**src/sv/rvid_pkg.sv**
```systemverilog
// Shared types and constants for the RV32IM instruction decoder.
package rvid_pkg;

  localparam int unsigned WordW = 32;
  localparam int unsigned CodeW = 6;
  localparam int unsigned RegW  = 5;
  localparam int unsigned ImmW  = 21;

  localparam logic [6:0] OP_REG    = 7'h33;
  localparam logic [6:0] OP_IMM    = 7'h13;
  localparam logic [6:0] OP_LOAD   = 7'h03;
  localparam logic [6:0] OP_JALR   = 7'h67;
  localparam logic [6:0] OP_STORE  = 7'h23;
  localparam logic [6:0] OP_BRANCH = 7'h63;
  localparam logic [6:0] OP_LUI    = 7'h37;
  localparam logic [6:0] OP_AUIPC  = 7'h17;
  localparam logic [6:0] OP_JAL    = 7'h6F;
  localparam logic [6:0] OP_SYSTEM = 7'h73;

  localparam logic [6:0] F7_BASE = 7'h00;
  localparam logic [6:0] F7_MEXT = 7'h01;
  localparam logic [6:0] F7_ALT  = 7'h20;

  typedef enum logic [CodeW-1:0] {
    MN_ADD   = 6'd0,  MN_MUL   = 6'd1,  MN_SUB   = 6'd2,  MN_SLL   = 6'd3,
    MN_MULH  = 6'd4,  MN_SLT   = 6'd5,  MN_SLTU  = 6'd6,  MN_MULHU = 6'd7,
    MN_XOR   = 6'd8,  MN_DIV   = 6'd9,  MN_SRL   = 6'd10, MN_DIVU  = 6'd11,
    MN_SRA   = 6'd12, MN_OR    = 6'd13, MN_REM   = 6'd14, MN_AND   = 6'd15,
    MN_REMU  = 6'd16, MN_ADDI  = 6'd17, MN_SLLI  = 6'd18, MN_SLTI  = 6'd19,
    MN_SLTIU = 6'd20, MN_XORI  = 6'd21, MN_SRLI  = 6'd22, MN_SRAI  = 6'd23,
    MN_ORI   = 6'd24, MN_ANDI  = 6'd25, MN_LB    = 6'd26, MN_LH    = 6'd27,
    MN_LW    = 6'd28, MN_LBU   = 6'd29, MN_LHU   = 6'd30, MN_SB    = 6'd31,
    MN_SH    = 6'd32, MN_SW    = 6'd33, MN_BEQ   = 6'd34, MN_BNE   = 6'd35,
    MN_BLT   = 6'd36, MN_BGE   = 6'd37, MN_BLTU  = 6'd38, MN_BGEU  = 6'd39,
    MN_JALR  = 6'd40, MN_LUI   = 6'd41, MN_AUIPC = 6'd42, MN_JAL   = 6'd43,
    MN_ECALL = 6'd44
  } mnemonic_t;

endpackage

```
**src/sv/rvid_if.sv**
```systemverilog
// Valid/ready channels for instruction words and decoded results.
interface rvid_instr_if;
  logic                        valid;
  logic                        ready;
  logic [rvid_pkg::WordW-1:0]  instruction_word;

  modport source (output valid, output instruction_word, input ready);
  modport sink   (input valid, input instruction_word, output ready);
endinterface

interface rvid_result_if;
  logic                              valid;
  logic                              ready;
  logic [rvid_pkg::CodeW-1:0]        mnemonic_code;
  logic [rvid_pkg::RegW-1:0]         dest_reg;
  logic [rvid_pkg::RegW-1:0]         src1_reg;
  logic [rvid_pkg::RegW-1:0]         src2_reg;
  logic signed [rvid_pkg::ImmW-1:0]  immediate;
  logic                              invalid;

  modport source (output valid, output mnemonic_code, output dest_reg, output src1_reg,
                  output src2_reg, output immediate, output invalid, input ready);
  modport sink   (input valid, input mnemonic_code, input dest_reg, input src1_reg,
                  input src2_reg, input immediate, input invalid, output ready);
endinterface

```
**src/sv/rv32im_instruction_decoder_unit.sv**
```systemverilog
// RV32IM instruction decoder: input register, decode logic, result register.
//
// Channels: instr carries one 32-bit instruction word per transfer; result
// carries the mnemonic code, rd/rs1/rs2, the signed 21-bit immediate and an
// invalid flag. Both are valid/ready; a transfer happens when both are high.
// Unknown encodings come out with invalid set and every other field zero.
// Path: a taken word is held in the input register, decoded combinationally
// and offered on result once it has moved into the result register.
// Throughput: one word per cycle, set by the two register stages that each
// advance every cycle the stage after them is empty or being drained.
// Stall: while result.ready is low a full result register holds; an empty
// input register still takes one more word, then instr.ready drops until the
// result is taken.
// Reset (rst, synchronous): both stages are emptied; no result is offered
// and instr.ready is high on the first cycle after reset.
module rv32im_instruction_decoder_unit (
  input  logic                 clk,
  input  logic                 rst,
  rvid_instr_if.sink           instr,
  rvid_result_if.source        result
);
  import rvid_pkg::*;

  logic              in_valid;
  logic [WordW-1:0]  word;
  logic              out_valid;
  logic              in_adv;

  logic [CodeW-1:0]        mnemonic_code;
  logic [RegW-1:0]         dest_reg;
  logic [RegW-1:0]         src1_reg;
  logic [RegW-1:0]         src2_reg;
  logic signed [ImmW-1:0]  immediate;
  logic                    invalid;

  mnemonic_t               code_next;
  logic [RegW-1:0]         dest_reg_next;
  logic [RegW-1:0]         src1_reg_next;
  logic [RegW-1:0]         src2_reg_next;
  logic signed [ImmW-1:0]  immediate_next;
  logic                    invalid_next;

  logic [6:0]  opcode;
  logic [2:0]  f3;
  logic [6:0]  f7;
  logic [RegW-1:0] rd, rs1, rs2;
  logic [ImmW-1:0] imm_i, imm_s, imm_b, imm_j, imm_u, imm_sh;
  mnemonic_t   code;
  logic        bad;
  logic        uses_rd, uses_rs1, uses_rs2;
  logic [ImmW-1:0] imm;

  assign in_adv      = !out_valid || result.ready;
  assign instr.ready = !in_valid || in_adv;

  always_ff @(posedge clk) begin
    if (rst) begin
      in_valid <= 1'b0;
    end else if (instr.ready) begin
      in_valid <= instr.valid;
    end
    if (instr.valid && instr.ready) begin
      word <= instr.instruction_word;
    end
  end

  assign opcode = word[6:0];
  assign rd     = word[11:7];
  assign f3     = word[14:12];
  assign rs1    = word[19:15];
  assign rs2    = word[24:20];
  assign f7     = word[31:25];

  assign imm_i  = {{9{word[31]}}, word[31:20]};
  assign imm_s  = {{9{word[31]}}, word[31:25], word[11:7]};
  assign imm_b  = {{8{word[31]}}, word[31], word[7], word[30:25], word[11:8], 1'b0};
  assign imm_j  = {word[31], word[19:12], word[20], word[30:21], 1'b0};
  assign imm_u  = {1'b0, word[31:12]};
  assign imm_sh = {16'd0, word[24:20]};

  always_comb begin
    code     = MN_ADD;
    bad      = 1'b0;
    uses_rd  = 1'b0;
    uses_rs1 = 1'b0;
    uses_rs2 = 1'b0;
    imm      = '0;
    unique case (opcode)
      OP_REG: begin
        uses_rd  = 1'b1;
        uses_rs1 = 1'b1;
        uses_rs2 = 1'b1;
        if (f3 == 3'd2) begin
          code = MN_SLT;
        end else if (f7 == F7_BASE) begin
          unique case (f3)
            3'd0:    code = MN_ADD;
            3'd1:    code = MN_SLL;
            3'd3:    code = MN_SLTU;
            3'd4:    code = MN_XOR;
            3'd5:    code = MN_SRL;
            3'd6:    code = MN_OR;
            3'd7:    code = MN_AND;
            default: code = MN_SLT;
          endcase
        end else if (f7 == F7_MEXT) begin
          unique case (f3)
            3'd0:    code = MN_MUL;
            3'd1:    code = MN_MULH;
            3'd3:    code = MN_MULHU;
            3'd4:    code = MN_DIV;
            3'd5:    code = MN_DIVU;
            3'd6:    code = MN_REM;
            3'd7:    code = MN_REMU;
            default: code = MN_SLT;
          endcase
        end else if (f7 == F7_ALT && f3 == 3'd0) begin
          code = MN_SUB;
        end else if (f7 == F7_ALT && f3 == 3'd5) begin
          code = MN_SRA;
        end else begin
          bad = 1'b1;
        end
      end
      OP_IMM: begin
        uses_rd  = 1'b1;
        uses_rs1 = 1'b1;
        imm      = imm_i;
        unique case (f3)
          3'd0:    code = MN_ADDI;
          3'd1:    code = MN_SLLI;
          3'd2:    code = MN_SLTI;
          3'd3:    code = MN_SLTIU;
          3'd4:    code = MN_XORI;
          3'd5: begin
            if (word[30]) begin
              code = MN_SRAI;
              imm  = imm_sh;
            end else begin
              code = MN_SRLI;
            end
          end
          3'd6:    code = MN_ORI;
          default: code = MN_ANDI;
        endcase
      end
      OP_LOAD: begin
        uses_rd  = 1'b1;
        uses_rs1 = 1'b1;
        imm      = imm_i;
        unique case (f3)
          3'd0:    code = MN_LB;
          3'd1:    code = MN_LH;
          3'd2:    code = MN_LW;
          3'd4:    code = MN_LBU;
          3'd5:    code = MN_LHU;
          default: bad  = 1'b1;
        endcase
      end
      OP_JALR: begin
        code     = MN_JALR;
        uses_rd  = 1'b1;
        uses_rs1 = 1'b1;
        imm      = imm_i;
      end
      OP_STORE: begin
        uses_rs1 = 1'b1;
        uses_rs2 = 1'b1;
        imm      = imm_s;
        unique case (f3)
          3'd0:    code = MN_SB;
          3'd1:    code = MN_SH;
          3'd2:    code = MN_SW;
          default: bad  = 1'b1;
        endcase
      end
      OP_BRANCH: begin
        uses_rs1 = 1'b1;
        uses_rs2 = 1'b1;
        imm      = imm_b;
        unique case (f3)
          3'd0:    code = MN_BEQ;
          3'd1:    code = MN_BNE;
          3'd4:    code = MN_BLT;
          3'd5:    code = MN_BGE;
          3'd6:    code = MN_BLTU;
          3'd7:    code = MN_BGEU;
          default: bad  = 1'b1;
        endcase
      end
      OP_LUI: begin
        code    = MN_LUI;
        uses_rd = 1'b1;
        imm     = imm_u;
      end
      OP_AUIPC: begin
        code    = MN_AUIPC;
        uses_rd = 1'b1;
        imm     = imm_u;
      end
      OP_JAL: begin
        code    = MN_JAL;
        uses_rd = 1'b1;
        imm     = imm_j;
      end
      OP_SYSTEM: code = MN_ECALL;
      default:   bad  = 1'b1;
    endcase
  end

  // Unrecognized encodings report zeros in every field but the flag.
  always_comb begin
    invalid_next   = bad;
    code_next      = bad ? MN_ADD : code;
    dest_reg_next  = (uses_rd  && !bad) ? rd  : '0;
    src1_reg_next  = (uses_rs1 && !bad) ? rs1 : '0;
    src2_reg_next  = (uses_rs2 && !bad) ? rs2 : '0;
    immediate_next = bad ? '0 : imm;
  end

  always_ff @(posedge clk) begin
    if (rst) begin
      out_valid <= 1'b0;
    end else if (in_adv) begin
      out_valid <= in_valid;
    end
    if (in_valid && in_adv) begin
      mnemonic_code <= code_next;
      dest_reg      <= dest_reg_next;
      src1_reg      <= src1_reg_next;
      src2_reg      <= src2_reg_next;
      immediate     <= immediate_next;
      invalid       <= invalid_next;
    end
  end

  assign result.valid         = out_valid;
  assign result.mnemonic_code = mnemonic_code;
  assign result.dest_reg      = dest_reg;
  assign result.src1_reg      = src1_reg;
  assign result.src2_reg      = src2_reg;
  assign result.immediate     = immediate;
  assign result.invalid       = invalid;

  a_invalid_zero: assert property (@(posedge clk) disable iff (rst)
    out_valid && invalid |-> mnemonic_code == MN_ADD && dest_reg == '0 &&
      src1_reg == '0 && src2_reg == '0 && immediate == '0)
    else $error("invalid result carries nonzero fields");

  a_code_range: assert property (@(posedge clk) disable iff (rst)
    out_valid |-> mnemonic_code <= MN_ECALL)
    else $error("mnemonic code out of range");

  a_in_to_out: assert property (@(posedge clk) disable iff (rst)
    in_valid && in_adv |=> out_valid)
    else $error("decoded word did not reach result register");

  a_take_fills: assert property (@(posedge clk) disable iff (rst)
    instr.valid && instr.ready |=> in_valid)
    else $error("accepted word lost from input register");

  a_hold_word: assert property (@(posedge clk) disable iff (rst)
    in_valid && !in_adv |=> in_valid && $stable(word))
    else $error("stalled input register changed");

endmodule

```
**src/flat_wrapper.sv**
```systemverilog
// flat-port wrapper written by rule: the top's interface ports become plain ports
module rv32im_instruction_decoder_unit_flat import rvid_pkg::*;
  (clk, rst, instr_valid, instr_instruction_word, instr_ready, result_valid, result_mnemonic_code, result_dest_reg, result_src1_reg, result_src2_reg, result_immediate, result_invalid, result_ready);
  rvid_instr_if instr_i ();
  rvid_result_if result_i ();
  input  logic clk;
  input  logic rst;
  input wire logic [$bits(instr_i.valid)-1:0] instr_valid;
  input wire logic [$bits(instr_i.instruction_word)-1:0] instr_instruction_word;
  output wire logic [$bits(instr_i.ready)-1:0] instr_ready;
  output wire logic [$bits(result_i.valid)-1:0] result_valid;
  output wire logic [$bits(result_i.mnemonic_code)-1:0] result_mnemonic_code;
  output wire logic [$bits(result_i.dest_reg)-1:0] result_dest_reg;
  output wire logic [$bits(result_i.src1_reg)-1:0] result_src1_reg;
  output wire logic [$bits(result_i.src2_reg)-1:0] result_src2_reg;
  output wire logic [$bits(result_i.immediate)-1:0] result_immediate;
  output wire logic [$bits(result_i.invalid)-1:0] result_invalid;
  input wire logic [$bits(result_i.ready)-1:0] result_ready;
  assign instr_i.valid = instr_valid;
  assign instr_i.instruction_word = instr_instruction_word;
  assign instr_ready = instr_i.ready;
  assign result_valid = result_i.valid;
  assign result_mnemonic_code = result_i.mnemonic_code;
  assign result_dest_reg = result_i.dest_reg;
  assign result_src1_reg = result_i.src1_reg;
  assign result_src2_reg = result_i.src2_reg;
  assign result_immediate = result_i.immediate;
  assign result_invalid = result_i.invalid;
  assign result_i.ready = result_ready;
  rv32im_instruction_decoder_unit u_core (.clk(clk), .rst(rst), .instr(instr_i), .result(result_i));
endmodule
```
**config.mk**
```make
export PLATFORM = sky130hd
export DESIGN_NAME = rv32im_instruction_decoder_unit_flat
export DESIGN_NICKNAME = d
export VERILOG_FILES = /design/src/sv/rvid_pkg.sv /design/src/sv/rvid_if.sv /design/src/sv/rv32im_instruction_decoder_unit.sv /design/src/flat_wrapper.sv
export SDC_FILE = /design/constraint.sdc
export NUM_CORES = 1
export LEC_CHECK = 0
export BUFFER_PORTS_ARGS = -buffer_cell sky130_fd_sc_hd__buf_2
export CAP_MARGIN = 20
export CORE_MARGIN = 5
export CORE_UTILIZATION = 58
export CTS_CLUSTER_SIZE = 24
export DETAILED_ROUTE_END_ITERATION = 10
export GPL_TIMING_DRIVEN = 0
export PLACE_DENSITY = 0.84
export SLEW_MARGIN = 20
export SYNTH_ARGS = -nofsm -noshare
export SYNTH_HDL_FRONTEND = slang
export SYNTH_SLANG_ARGS = --single-unit
```
**constraint.sdc**
```tcl
create_clock -name clk -period 5.77 [get_ports clk]
set_clock_uncertainty 0.05 [all_clocks]
set_input_delay 1.4425 -clock clk [delete_from_list [all_inputs] [get_ports clk]]
set_output_delay 1.4425 -clock clk [all_outputs]
set_load 0.005 [all_outputs]
```
==> run metrics, run 1 <==
Largest register FFs=32; minimum clock period=3.61 ns; CP peak stage delay=0.32 ns; R2R Path End=u_core.result.immediate[0]; crit-path cells=buf_2, nor2b_1, nand2_1, buf_2; Placed Area=4220 um2; root buf cell=clkbuf_8; share of layout cells above drive strength 1=27.7%; Startpoint Class=primary input; Final Cycle Share=62.6%; Core Region=6280 um2; Sw Ratio=24.5%; Synth Register Bits=77; area delta synth->final=19.6%; Worst R2R Start=u_core.word[6]; WHS Path Cells=2; post-synth top area share=60.9%; top post-synthesis cells by area=edfxtp_1, a21oi_1, a22oi_1; most frequent cells in the layout=buf_2, edfxtp_1, nor2_1; unrepaired setup endpoints after global routing=false; clk buf depth=2; Max Fanout on Critical Path=4; CTS resizes=0; I/O Buffers=80; WHS Endpoint=u_core.result.valid; biggest registers after layout=u_core.word x32, u_core.result.immediate x21, u_core.result.mnemonic_code x6; total negative slack=0 ns; clock sinks=77; Initial DRC Count=558; final setup vio count=0; Final HPWL DP=6910 um; post-cts hold buffer count=0; Critical Path Most Common Cell=buf_2; reg2reg path depth=8; Largest Register=u_core.word; finished layout cell area=4420 um2; num ports=81; Synth Flop Type=edfxtp_1; Combinational Power Share=9.3%; fmax=277 MHz; syn_nets=344; Hold WC Path Type=reg -> reg; number of synthesized flops with an enable pin=75; Avg Cell Area, Syn=12.0 um2; Diodes inserted=0; CP arrival=2.12 ns; Synth Cell Area=3700 um2; leak pwr=0.00155 uW; Yosys cell types=56; gr ovfl total=0; Worst-path clk slew=0.08 ns; power share of the clock group=34.4%; drt total wl=9470 um; hold path startpoint=u_core.in_valid; fraction of registers with async set/reset=0%; WHS=0.477 ns; most common cell after layout, fill and taps aside=buf_2; status=finished clean; CTS tree=built; Ys Warns=0; sequential power share=56.2%; count of final hold-check violations=0; total net switching power=289 uW; global-route wire length before repair=15,000 um; final net count=436; VDD IR max=218 uV; Routed Antenna Nets=0; vias per cell=6.32; CP Class=in -> out; GPL Wtd Cong=0.986; Initial Util=58.9%; Internal=892 uW; CP endpoint kind=output port; Num CTS Buffers=9; share of the yosys chip area belonging to registers=62.0%; Post-Syn Instances=308; CTS HTree Levels=3; antenna violations before repair=0; GR Util All Layers=23.3%; via count=3,045; Worst-Skew Late Latency=0.35 ns; largest net degree at the start of global routing=34; drt wl/cell=19.6 um; number of max-cap violations=0; die area=8070 um2; Worst Max-Slew Pin Slew=0.783 ns; leading area contributor after synthesis=edfxtp_1; Detailed Routing Iterations Pass 1=7; die height=89.9 um; fin util=70.5%; CP max stage cell=nor2b_1; flop2flop setup slack=3.31 ns; FP Rows=29; P per Cell Area=267 nW/um2; WP data required=4.28 ns; Post-CTS Setup Inserts=0; die width=89.9 um; final slew viol count=0; vias in the first global route=2,837; Rel. slew slack=47.4%; DR DRC count=0
-- logic make-up after synthesis --
family	synth area share (%)
AOI/OAI and AO/OA	17.9
xor gates and xnor gates	0.711
muxes	0.271
DFF	62.0
and+or+nand+nor	16.2
buffers and inverters	2.94
-- cell type report --
type	count	area, um2
multi-input cells	206	1310
well taps	77	96.3
clock inverters	6	72.6
inverters	4	15.0
flip-flops and latches	77	2290
plain buffers	21	93.8
fillers	452	1850
repair buffers	81	420
clock buffers	10	128
-- cells in the mapped netlist, drive strengths merged, types with 2 or more instances --
library cell,n
edfxtp,75
nor2b,7
dfxtp,2
xor2,3
and2,17
nand4b,2
nor3,9
nor4b,2
nand2,17
o31ai,3
a221oi,2
a211oi,2
a21oi,26
a211o,3
or2,2
buf,6
clkbuf,15
nand4,4
nand3,5
o211ai,4
a31oi,5
a22oi,16
nor2,29
nand2b,7
inv,4
a222oi,4
o21ai,16
-- through the flow --
stage | std cells | setup slack [ns] | power (uW)
floorplan | 308 | 1.83 | 732
global placement | 465 | 1.24 | 780
detailed placement | 466 | 2.16 | 784
CTS | 482 | 2.16 | 1180
global route | 482 | 2.11 | 1230
finish | 482 | 2.16 | 1180
-- power by group through the flow --
stage	combinational (uW)	sequential (uW)	clock, uW
after floorplan	59.4	673	0
after global placement	105	675	0
after detailed placement	109	676	0
after CTS	109	663	408
after global routing	120	666	439
final	110	664	406
-- worst max-delay path: cells and delay by family --
family	cells	cell delay [ns]
buffers and inverters	2	0.24
AND/OR/NAND/NOR	2	0.44
-- layer usage --
metal	global-route usage, %	up-vias	wire (um)
met5	0	-	0
li1	-	1377	-
met3	6.26	20	1110
met1	31.7	1412	3620
met2	36.7	236	4540
met4	7.32	0	193
-- worst max path at each step --
stage / start / end / cells past startpoint
final: result_ready / instr_ready / 4
after global routing: result_ready / instr_ready / 4
after CTS: result_ready / instr_ready / 4
after detailed placement: result_ready / instr_ready / 4
after global placement: result_ready / u_core.result.mnemonic_code[0] / 3
after floorplan: result_ready / u_core.result.dest_reg[0] / 2
(Power assumes the default switching activity.)
==> inputs of run 2 (changes only) <==
CORE_UTILIZATION = 54   (was 58)
PLACE_DENSITY = 0.79   (was 0.84)
clock period = 3.5 ns   (was 5.77 ns; I/O delays follow)
==> run metrics, run 2 (synthesis gave the netlist of run 1 again) <==
WHS Path Cells=2; biggest registers after layout=u_core.word x32, u_core.result.immediate x21, u_core.result.mnemonic_code x6; Diodes inserted=0; Crit. path cell count=8; WP buf/inv=3; VDD IR max=296 uV; total power=2010 uW; Non-Filler Instances=485; most common cell after layout, fill and taps aside=buf_2; Worst-Skew Late Latency=0.35 ns; fmax=407 MHz; M1 WL=3770 um; Core Region=6720 um2; final net count=436; finished layout cell area=4450 um2; CP Class=reg -> reg; num ports=81; post-cts hold buffer count=0; number of max-cap violations=0; CTS HTree Levels=3; status=finished clean; Rel. slew slack=40.3%; reg2reg path depth=8; GR Util All Layers=22.7%; vias in the first global route=2,858; die width=92.8 um; Worst Max-Slew Pin Slew=0.889 ns; Startpoint Class=flip-flop; Max Fanout on Critical Path=10; drt total wl=9270 um; CP peak stage delay=0.42 ns; pre-CTS setup slack=1.05 ns; area delta synth->final=20.3%; CP arrival=2.60 ns; CTS tree=built; sequential power share=54.4%; via count=2,934; fillers=540; Post-CTS Setup Inserts=0; Initial Util=55.0%; WP data required=3.64 ns; Worst-path clk slew=0.09 ns; GPL Wtd Cong=0.951; Largest Register=u_core.word; most frequent cells in the layout=buf_2, edfxtp_1, nor2_1; I/O Buffers=80; Routed Antenna Nets=0; global-route wire length before repair=14,800 um; vias per cell=6.05; Num CTS Buffers=9; top routing layer used=met4; minimum clock period=2.46 ns; CTS resizes=0; clock sinks=77; FP Rows=30; final setup margin=1.04 ns; Final Cycle Share=70.2%; crit-path cells=buf_6, clkbuf_1, nor2_1, nand3_1, nor2_1, clkbuf_1, a22oi_1, a21oi_1; Combinational Power Share=9.1%; largest net degree at the start of global routing=33; Internal=1540 uW; root buf cell=clkbuf_8; CP max stage cell=clkbuf_1; count of final hold-check violations=0; Sw Ratio=23.4%; unrepaired setup endpoints after global routing=false; die height=92.8 um; Placed Area=4230 um2; share of layout cells above drive strength 1=27.7%; Largest register FFs=32; final slew viol count=0; Initial DRC Count=430; gr ovfl total=0; CP top delay family=buffers and inverters; Final HPWL DP=6780 um; placed cells=469; Detailed Routing Iterations Pass 1=6; final setup vio count=0; clk buf depth=2; CP endpoint kind=flip-flop; DR DRC count=0; Hold WC Path Type=reg -> reg; die area=8600 um2; Met3 Wirelength=964 um; leak pwr=0.00156 uW; total net switching power=470 uW; P per Cell Area=451 nW/um2; routed wl met2=4410 um; antenna violations before repair=0; drt wl/cell=19.1 um; power share of the clock group=36.5%
==> run 2: final timing paths <==
kind,startpoint,endpoint,slack [ns]
setup reg to reg,u_core.word[6],u_core.result.immediate[18],1.04
setup / recovery,u_core.word[6],u_core.result.immediate[18],1.04
hold / removal,u_core.in_valid,u_core.result.valid,0.47
hold reg to reg,u_core.in_valid,u_core.result.valid,0.47
==> run 2: power groups by stage <==
stage	Combinational (uW)	Clock, uW	Sequential, uW
3_3_place_gp	173	0	1110
5_1_grt	200	788	1100
3_5_place_dp	180	0	1110
6_report	183	733	1090
2_1_floorplan	97.9	0	1110
4_1_cts	181	745	1090
==> run 2: worst reg2reg max path, cell delays in order (launching register included) <==
cell	delay [ns]
edfxtp_1	0.39
buf_6	0.15
clkbuf_1	0.24
nor2_1	0.25
nand3_1	0.12
nor2_1	0.29
clkbuf_1	0.42
a22oi_1	0.17
a21oi_1	0.20
==> run 2: layout make-up <==
type / instances / area (um2) / area share [%]
Multi-Input combinational cell: 206 / 1310 / 29.4
Inverter: 4 / 15.0 / 0.338
Sequential cell: 77 / 2290 / 51.5
Buffer: 21 / 93.8 / 2.11
Clock inverter: 7 / 96.3 / 2.17
Clock buffer: 9 / 124 / 2.78
Timing Repair Buffer: 81 / 420 / 9.45
Tap cell: 80 / 100 / 2.25
==> run 2: routing by layer <==
layer  GRT usage [%]  vias up
met5               0        -
met4            6.72        0
met3            6.09       15
met2            35.6      188
met1            31.2     1354
li1                -     1377
==> run 2: metrics by stage <==
| step | TNS, ns | hold slack (ns) | utilization [%] |
|---|---|---|---|
| final | 0 | 0.473 | 66.2 |
| after global routing | 0 | 0.517 | 66.2 |
| after CTS | 0 | 0.475 | 66.2 |
| after detailed placement | 0 | 0.461 | 62.9 |
| after global placement | -25.09 | 0.442 | 62.5 |
| after floorplan | 0 | 0.428 | - |
==> inputs of run 3 (changes only) <==
ABC_AREA = 1   (was not set)
clock period = 2.57 ns   (was 3.5 ns; I/O delays follow)
==> run metrics, run 3 <==
clk buf depth=2; I/O Buffers=80; die area=8580 um2; leading area contributor after synthesis=edfxtp_1; most frequent cells in the layout=buf_2, edfxtp_1, nor2_1; vias in the first global route=3,014; Hold WC Path Type=in -> reg; Initial Util=54.9%; met3 Use GR=5.04%; vias per cell=5.61; most frequent cell after synthesis=edfxtp_1; Initial DRC Count=399; share of the yosys chip area belonging to registers=62.2%; Startpoint Class=flip-flop; via count=3,143; Worst Setup SP=u_core.word[12]; final slew viol count=0; final setup vio count=0; Post-CTS Setup Inserts=0; status=finished clean; drt wl/cell=16.4 um; P per Cell Area=577 nW/um2; syn_nets=419; Synth Flop Type=edfxtp_1; Rel. slew slack=56.2%; fraction of registers with async set/reset=0%; multi-input combinational cell area=1180 um2; CTS resizes=0; FP Rows=30; number of synthesized flops with an enable pin=75; total negative slack=0 ns; number of max-cap violations=0; die width=92.6 um; GPL Wtd Cong=0.970; Detailed Routing Iterations Pass 1=5; clock sinks=77; Synth Register Bits=77; gr ovfl total=0; Yosys cell types=26; drt total wl=9200 um; leak pwr=0.00194 uW; most common cell after layout, fill and taps aside=buf_2; biggest registers after layout=u_core.word x32, u_core.result.immediate x21, u_core.result.mnemonic_code x6; WHS=0.412 ns; Worst R2R Start=u_core.word[12]; minimum clock period=2.13 ns; WP data required=2.71 ns; share of layout cells above drive strength 1=25.0%; Largest Register=u_core.word; top post-synthesis cells by area=edfxtp_1, nor2_1, nand2_1; Final Cycle Share=82.7%; fillers=533; fin util=65.7%; antenna violations before repair=0; root buf cell=clkbuf_8; Worst Max-Slew Pin Slew=0.657 ns; GRT Max-Usage Layer=met2; Routed Antenna Nets=0; Num CTS Buffers=9; Avg Cell Area, Syn=9.62 um2; total power=2550 uW; CTS HTree Levels=3; CP arrival=2.27 ns; met1 global-route usage=30.5%; unrepaired setup endpoints after global routing=false; FF/Latch Area=2290 um2; area delta synth->final=19.8%; Worst-path clk slew=0.08 ns; CP Class=reg -> reg; Worst-Skew Late Latency=0.34 ns; GR Util met2=34.6%; fmax=470 MHz; GR Util All Layers=22.2%; VDD IR max=529 uV; largest net degree at the start of global routing=33; Post-synth top cells=edfxtp_1, nor2_1, nand2_1, inv_1; die height=92.6 um; count of final hold-check violations=0; DR DRC count=0; global-route wire length before repair=14,700 um; Diodes inserted=0; Max Fanout on Critical Path=8; num ports=81; flop2flop setup slack=0.44 ns; Largest register FFs=32; post-cts hold buffer count=0; CP endpoint kind=flip-flop; CTS tree=built; final net count=511; hold path startpoint=rst; Synth Cell Area=3690 um2; Post-Syn Instances=383; Core Region=6720 um2; Ys Warns=0; post-synth top area share=61.1%; Final HPWL DP=6930 um
[run 3: worst paths after layout]
kind / endpoint / cells past startpoint
min: u_core.result.valid / 2
max: u_core.result.src1_reg[3] / 9
min reg2reg: u_core.result.valid / 2
max reg2reg: u_core.result.src1_reg[3] / 9
[run 3: critical path, stage by stage, from the launching register on]
cell      delay [ns]
edfxtp_1        0.51
inv_1           0.31
nand2_1         0.17
nor2_1          0.21
a21oi_1         0.10
nand2_1         0.08
nand2_1         0.06
nand2_2         0.11
nand3_1         0.21
nor2_1          0.16
[run 3: layer usage]
layer | share of wire [%] | wire, um | vias up
met3 | 8.7 | 803 | 21
met1 | 43 | 3920 | 1437
li1 | - | - | 1504
met4 | 2.0 | 182 | 0
met2 | 47 | 4300 | 181
met5 | 0 | 0 | -
[run 3: per-stage QoR]
| stage | instances | worst slack (ns) | cell area (um2) |
|---|---|---|---|
| 2_1_floorplan | 383 | 0.133 | 3690 |
| 4_1_cts | 560 | 0.491 | 4420 |
| 3_3_place_gp | 543 | -0.329 | 4190 |
| 5_1_grt | 560 | 0.232 | 4420 |
| 3_5_place_dp | 544 | 0.167 | 4230 |
| 6_report | 560 | 0.444 | 4420 |
[run 3: area by class of cell]
class | instances | share of cell area [%]
plain buffers | 7 | 1.02
clock buffers | 10 | 2.89
clock inverters | 6 | 1.42
inverters | 47 | 4.00
multi-input cells | 252 | 26.8
flip-flops and latches | 77 | 51.9
well taps | 80 | 2.27
repair buffers | 81 | 9.69
[run 3: report_power, final]
group          leakage, uW  switching [uW]  internal [uW]
clock network     0.000101             441            451
logic              0.00106             132           67.9
registers         0.000778            26.5           1430
total              0.00194             600           1950
[run 3: logic make-up (layout without fill, tap and decap cells)]
family	Yosys count	in the layout	synth area share (%)
simple gates	184	184	21.7
compound gates	68	68	10.1
flops	77	77	62.2
buf+inv	54	151	6.01
